==> src/rtl/onenc_pkg.sv <==
// Package for the octahedral normal encoder: request, response and stage types.
// No dependencies.
`timescale 1ns / 1ps

package onenc_pkg;

    localparam int unsigned DIV_BITS = 17;
    localparam int unsigned REM_W    = 34;
    localparam int unsigned DEN_W    = 18;
    localparam int unsigned MAG_W    = 17;

    localparam logic [17:0] ONE_Q16    = 18'd65536;
    localparam logic [15:0] CENTRE_Q16 = 16'd32768;
    localparam logic [15:0] MAX_U16    = 16'hFFFF;

    typedef struct packed {
        logic signed [15:0] dir_x;
        logic signed [15:0] dir_y;
        logic signed [15:0] dir_z;
    } t_req;

    typedef struct packed {
        logic [15:0] enc_u;
        logic [15:0] enc_v;
        logic        zero_vector;
    } t_rsp;

    typedef struct packed {
        logic [REM_W-1:0]    rem_x;
        logic [REM_W-1:0]    rem_y;
        logic [DEN_W-1:0]    den;
        logic [DIV_BITS-1:0] q_x;
        logic [DIV_BITS-1:0] q_y;
        logic                neg_x;
        logic                neg_y;
        logic                neg_z;
        logic                zero;
    } t_stage;

endpackage

==> src/rtl/octahedral_normal_encode_core.sv <==
// Top level of the octahedral normal encoder: input cell, division cells, output cell.
// Depends on onenc_pkg, onenc_prep, onenc_div_cell and onenc_finish.
//
//   Channel   Valid     Stall     Payload
//   request   i_valid   o_stall   i_req (t_req)
//   response  o_valid   i_stall   o_rsp (t_rsp)
//
// One request is taken every cycle while o_stall is low; each request passes through one
// input cell, 17 restoring division cells (one quotient bit each, x and y side by side)
// and the output register.
// Reset is synchronous and clears only the valid bit of every cell.
// A stall holds the response register; the cells behind it keep advancing into
// empty slots, so o_stall rises only once every cell holds a request.
`timescale 1ns / 1ps

module octahedral_normal_encode_core
    import onenc_pkg::*;
(
    input  logic i_clk,
    input  logic i_rst_n,
    input  logic i_valid,
    output logic o_stall,
    input  t_req i_req,
    output logic o_valid,
    input  logic i_stall,
    output t_rsp o_rsp
);

    localparam int unsigned NUM_STAGES = DIV_BITS + 2;

    logic [NUM_STAGES-1:0] w_vld;
    logic [NUM_STAGES-1:0] w_en;
    t_stage                w_data [DIV_BITS+1];

    assign w_en[NUM_STAGES-1] = !w_vld[NUM_STAGES-1] || !i_stall;

    genvar k;
    generate
        for (k = 0; k < NUM_STAGES - 1; k++) begin : g_en
            assign w_en[k] = !w_vld[k] || w_en[k+1];
        end
    endgenerate

    onenc_prep u_prep (
        .i_clk   (i_clk),
        .i_rst_n (i_rst_n),
        .i_en    (w_en[0]),
        .i_vld   (i_valid),
        .i_req   (i_req),
        .o_vld   (w_vld[0]),
        .o_data  (w_data[0])
    );

    generate
        for (k = 0; k < DIV_BITS; k++) begin : g_cell
            onenc_div_cell #(
                .BIT_POS (DIV_BITS - 1 - k)
            ) u_cell (
                .i_clk   (i_clk),
                .i_rst_n (i_rst_n),
                .i_en    (w_en[k+1]),
                .i_vld   (w_vld[k]),
                .i_data  (w_data[k]),
                .o_vld   (w_vld[k+1]),
                .o_data  (w_data[k+1])
            );
        end
    endgenerate

    onenc_finish u_finish (
        .i_clk   (i_clk),
        .i_rst_n (i_rst_n),
        .i_en    (w_en[NUM_STAGES-1]),
        .i_vld   (w_vld[NUM_STAGES-2]),
        .i_data  (w_data[DIV_BITS]),
        .o_vld   (w_vld[NUM_STAGES-1]),
        .o_rsp   (o_rsp)
    );

    assign o_stall = !w_en[0];
    assign o_valid = w_vld[NUM_STAGES-1];

endmodule

==> src/rtl/onenc_prep.sv <==
// Input cell: magnitudes, L1 norm and dividend set-up for both quotients.
// Depends on onenc_pkg.
`timescale 1ns / 1ps

module onenc_prep
    import onenc_pkg::*;
(
    input  logic   i_clk,
    input  logic   i_rst_n,
    input  logic   i_en,
    input  logic   i_vld,
    input  t_req   i_req,
    output logic   o_vld,
    output t_stage o_data
);

    logic signed [16:0] w_xe, w_ye, w_ze;
    logic [MAG_W-1:0]   w_ax, w_ay, w_az, w_l1;
    t_stage             n_data;
    t_stage             r_data;
    logic               r_vld;

    always_comb begin
        w_xe = 17'(i_req.dir_x);
        w_ye = 17'(i_req.dir_y);
        w_ze = 17'(i_req.dir_z);
        w_ax = w_xe[16] ? MAG_W'(-w_xe) : MAG_W'(w_xe);
        w_ay = w_ye[16] ? MAG_W'(-w_ye) : MAG_W'(w_ye);
        w_az = w_ze[16] ? MAG_W'(-w_ze) : MAG_W'(w_ze);
        w_l1 = w_ax + w_ay + w_az;
        n_data.rem_x = {w_ax, 17'd0} + REM_W'(w_l1);
        n_data.rem_y = {w_ay, 17'd0} + REM_W'(w_l1);
        n_data.den   = {w_l1, 1'b0};
        n_data.q_x   = '0;
        n_data.q_y   = '0;
        n_data.neg_x = i_req.dir_x[15];
        n_data.neg_y = i_req.dir_y[15];
        n_data.neg_z = i_req.dir_z[15];
        n_data.zero  = (w_l1 == '0);
    end

    always_ff @(posedge i_clk) begin
        if (!i_rst_n) begin
            r_vld <= 1'b0;
        end else if (i_en) begin
            r_vld <= i_vld;
        end
    end

    always_ff @(posedge i_clk) begin
        if (i_en) begin
            r_data <= n_data;
        end
    end

    assign o_vld  = r_vld;
    assign o_data = r_data;

endmodule

==> src/rtl/onenc_div_cell.sv <==
// Division cell: settles one quotient bit of each of the two quotients.
// Depends on onenc_pkg.
`timescale 1ns / 1ps

module onenc_div_cell
    import onenc_pkg::*;
#(
    parameter int unsigned BIT_POS = 0
)
(
    input  logic   i_clk,
    input  logic   i_rst_n,
    input  logic   i_en,
    input  logic   i_vld,
    input  t_stage i_data,
    output logic   o_vld,
    output t_stage o_data
);

    logic [REM_W-1:0] w_step;
    logic             w_ge_x, w_ge_y;
    t_stage           n_data;
    t_stage           r_data;
    logic             r_vld;

    always_comb begin
        w_step = REM_W'(i_data.den) << BIT_POS;
        w_ge_x = (i_data.rem_x >= w_step);
        w_ge_y = (i_data.rem_y >= w_step);
        n_data       = i_data;
        n_data.rem_x = w_ge_x ? (i_data.rem_x - w_step) : i_data.rem_x;
        n_data.rem_y = w_ge_y ? (i_data.rem_y - w_step) : i_data.rem_y;
        n_data.q_x   = {i_data.q_x[DIV_BITS-2:0], w_ge_x};
        n_data.q_y   = {i_data.q_y[DIV_BITS-2:0], w_ge_y};
    end

    always_ff @(posedge i_clk) begin
        if (!i_rst_n) begin
            r_vld <= 1'b0;
        end else if (i_en) begin
            r_vld <= i_vld;
        end
    end

    always_ff @(posedge i_clk) begin
        if (i_en) begin
            r_data <= n_data;
        end
    end

    assign o_vld  = r_vld;
    assign o_data = r_data;

endmodule

==> src/rtl/onenc_finish.sv <==
// Output cell: hemisphere fold, sign, mapping to unsigned Q0.16 and saturation.
// Depends on onenc_pkg.
`timescale 1ns / 1ps

module onenc_finish
    import onenc_pkg::*;
(
    input  logic   i_clk,
    input  logic   i_rst_n,
    input  logic   i_en,
    input  logic   i_vld,
    input  t_stage i_data,
    output logic   o_vld,
    output t_rsp   o_rsp
);

    logic [MAG_W-1:0]   w_mag_u, w_mag_v;
    logic signed [18:0] w_s_u, w_s_v, w_b_u, w_b_v;
    logic [17:0]        w_r_u, w_r_v;
    t_rsp               n_rsp;
    t_rsp               r_rsp;
    logic               r_vld;

    always_comb begin
        w_mag_u = i_data.neg_z ? MAG_W'(ONE_Q16 - 18'(i_data.q_y)) : i_data.q_x;
        w_mag_v = i_data.neg_z ? MAG_W'(ONE_Q16 - 18'(i_data.q_x)) : i_data.q_y;
        w_s_u   = i_data.neg_x ? -$signed({2'b00, w_mag_u}) : $signed({2'b00, w_mag_u});
        w_s_v   = i_data.neg_y ? -$signed({2'b00, w_mag_v}) : $signed({2'b00, w_mag_v});
        w_b_u   = w_s_u + 19'sd65537;
        w_b_v   = w_s_v + 19'sd65537;
        w_r_u   = w_b_u[18:1];
        w_r_v   = w_b_v[18:1];
        if (i_data.zero) begin
            n_rsp.enc_u       = CENTRE_Q16;
            n_rsp.enc_v       = CENTRE_Q16;
            n_rsp.zero_vector = 1'b1;
        end else begin
            n_rsp.enc_u       = (w_r_u[17:16] != 2'b00) ? MAX_U16 : w_r_u[15:0];
            n_rsp.enc_v       = (w_r_v[17:16] != 2'b00) ? MAX_U16 : w_r_v[15:0];
            n_rsp.zero_vector = 1'b0;
        end
    end

    always_ff @(posedge i_clk) begin
        if (!i_rst_n) begin
            r_vld <= 1'b0;
        end else if (i_en) begin
            r_vld <= i_vld;
        end
    end

    always_ff @(posedge i_clk) begin
        if (i_en) begin
            r_rsp <= n_rsp;
        end
    end

    assign o_vld = r_vld;
    assign o_rsp = r_rsp;

endmodule

==> config.mk <==
export PLATFORM = sky130hd
export DESIGN_NAME = octahedral_normal_encode_core
export DESIGN_NICKNAME = d
export VERILOG_FILES = /design/src/rtl/onenc_pkg.sv /design/src/rtl/octahedral_normal_encode_core.sv /design/src/rtl/onenc_prep.sv /design/src/rtl/onenc_div_cell.sv /design/src/rtl/onenc_finish.sv
export SDC_FILE = /design/constraint.sdc
export NUM_CORES = 2
export LEC_CHECK = 0
export BUFFER_PORTS_ARGS = -buffer_cell sky130_fd_sc_hd__buf_2
export CORE_AREA = 2 2 472 474
export DETAILED_ROUTE_END_ITERATION = 10
export DIE_AREA = 0 0 474 476
export PLACE_DENSITY_LB_ADDON = 0.08
export SKIP_LAST_GASP = 1
export SLEW_MARGIN = 10
export SYNTH_ARGS = -nofsm -noshare
export SYNTH_HDL_FRONTEND = slang
export SYNTH_HIERARCHICAL = 1
export SYNTH_SLANG_ARGS = --single-unit
==> constraint.sdc <==
create_clock -name i_clk -period 20.7 [get_ports i_clk]
set_input_delay 2.07 -clock i_clk [delete_from_list [all_inputs] [get_ports i_clk]]
set_output_delay 2.07 -clock i_clk [all_outputs]
set_load 0.01 [all_outputs]
==> reports/results.ini <==
[outcome]
status = finished clean

[setup_path]
r2r-end = u_finish/o_rsp[1]
cp-endpoint = u_prep/o_data[0]
cp-start-kind = input pin
worst_r2r_path_depth = 13
critPathLaunch = i_req[20]
arrival_ns = 6.60
cp_max_fo = 7
required_ns = 21.36
crit_type = input pin to flop
rr_startpoint = g_cell[16].u_cell/o_data[1]
critPathCaptureType = flop
rrSetupSlack_ns = 15.17

[clocking]
cts_buffers = 199
htree_levels = 4
clkLatencyLatePin_ns = 0.86
cts_root_buf = clkbuf_16
postCtsSetupBuffers = 0
ctsHoldBuffers = 0
cts_tree = yes
cts_resized = 0
cts_sinks = 1857
clk_pin_slew_worst_paths_ns = 0.06
cts_max_path_buffers = 3

[timing]
setup_violations = 0
period_share_pct = 28.7
period_minus_slack_ns = 5.94
setup_tns_ns = 0
slew_violations = 0
maxSlewHeadroom_pct = 19.1
rsz0062_at_grt = false
timing_hold_violations_final = 0
worst_slew_pin_slew_ns = 1.20
fin_skew_ns = 0.0426
fmaxAchievable_ghz = 0.168

[layout]
layout_common_cells = 1838 x edfxtp_1, 759 x a21oi_1, 696 x nand2_1
fin_util_pct = 53.1
seq_area_um2 = 55600
synthToLayoutAreaGrowth_pct = 8.91
multiInputGateArea_um2 = 48300
drive_gt1_share_pct = 8.79
fillCellCount = 19200
layout_commonest_cell = edfxtp_1
final_nets = 10300

[route]
routed_wl_mm = 298
antenna_left = 0
drc = 0
wl_per_cell_um = 23.4
dr.pass1.iters = 7
wl_met1_mm = 125
viasPerCell = 5.86
wl_met3_mm = 13.0
vias = 74600
drt_iter0_drc = 5978
top_layer = met4
met2_length_mm = 146

[floorplanning]
num_io_pins = 87
start_util_pct = 48.7
rows = 173
core-area_um2 = 221000
die_w_um = 474
die_h_um = 476
die_area_um2 = 226000

[placement]
globalplace.congestion = 0.913
hpwl_mm = 237
port_buffers = 86

[global_route]
grt_max_degree = 76
grt_pass1_vias = 72800
grt_use_total_pct = 26.2
antenna_found_initial = 18
grt-ovfl-total = 0
grt_first_pass_wirelength_mm = 448

[worst_hold_path]
hold_class = flop to flop

[flow_run]
maxCapViolCount = 0

[synth]
ys_warn_count = 6
avgSynthCellArea_um2 = 11.3
syn_inst = 9554
synth_area_um2 = 108000

[cell type report]
| class | instances | area share [%] |
|---|---|---|
| Tap cell | 2975 | 3.17 |
| Clock buffer | 235 | 4.45 |
| Multi-Input combinational cell | 6783 | 41.1 |
| Sequential cell | 1857 | 47.4 |
| Timing Repair Buffer | 138 | 0.700 |
| Antenna cell | 4 | 0.00853 |
| Clock inverter | 137 | 1.26 |
| Inverter | 600 | 1.93 |
[stage by stage]
step                setup slack, ns  hold slack [ns]  area [um^2]  instances
finish                        14.76            0.389       117000      12700
global placement              13.86            0.401       111000      12400
CTS                           14.82            0.387       117000      12700
detailed placement            13.95            0.405       111000      12400
floorplan                     12.17            0.400       108000       9556
global route                  14.41            0.393       117000      12700
[critical path, cell delays in order]
cell and delay, ns:
buf_2 0.12, nor4_1 0.38, nand2_1 0.12, or4_1 0.49, o31ai_1 0.32, xnor2_1 0.21, inv_1 0.10, fa_1 0.49
inv_1 0.05, ha_1 0.39, and2b_2 0.26, a22oi_1 0.18, o21ai_0 0.11, a211o_1 0.30, nor4_1 0.40, or4b_1 0.49
nor4_2 0.13
[flip-flops by register name, indices dropped and copies added, names as in the netlist]
| register | flops |
|---|---|
| u_prep/o_data | 55 |
| g_cell.u_cell/o_vld | 17 |
| g_cell.u_cell/o_data | 1750 |
| u_finish/o_rsp | 33 |
| u_finish/o_vld | 1 |
| u_prep/o_vld | 1 |
[metal layers]
metal / vias to the layer above / GRT usage (%)
met2: 1902 / 44.9
met3: 433 / 2.80
met4: 0 / 11.3
met1: 36400 / 33.6
met5: - / 0
li1: 35900 / -
[worst min path at each step]
stage	start	cells after the start	end
after floorplan	u_prep/o_data[0]	0	g_cell[0].u_cell/o_data[0]
after global placement	g_cell[14].u_cell/o_data[1]	0	g_cell[15].u_cell/o_data[1]
after detailed placement	g_cell[9].u_cell/o_data[1]	0	g_cell[10].u_cell/o_data[1]
after CTS	g_cell[10].u_cell/o_data[30]	0	g_cell[11].u_cell/o_data[31]
after global routing	g_cell[10].u_cell/o_data[30]	0	g_cell[11].u_cell/o_data[31]
final	g_cell[10].u_cell/o_data[30]	0	g_cell[11].u_cell/o_data[31]
Power is left out: the tool's default activity adds up to more than one toggle a clock period on the data nets, which glitch-free logic cannot reach.
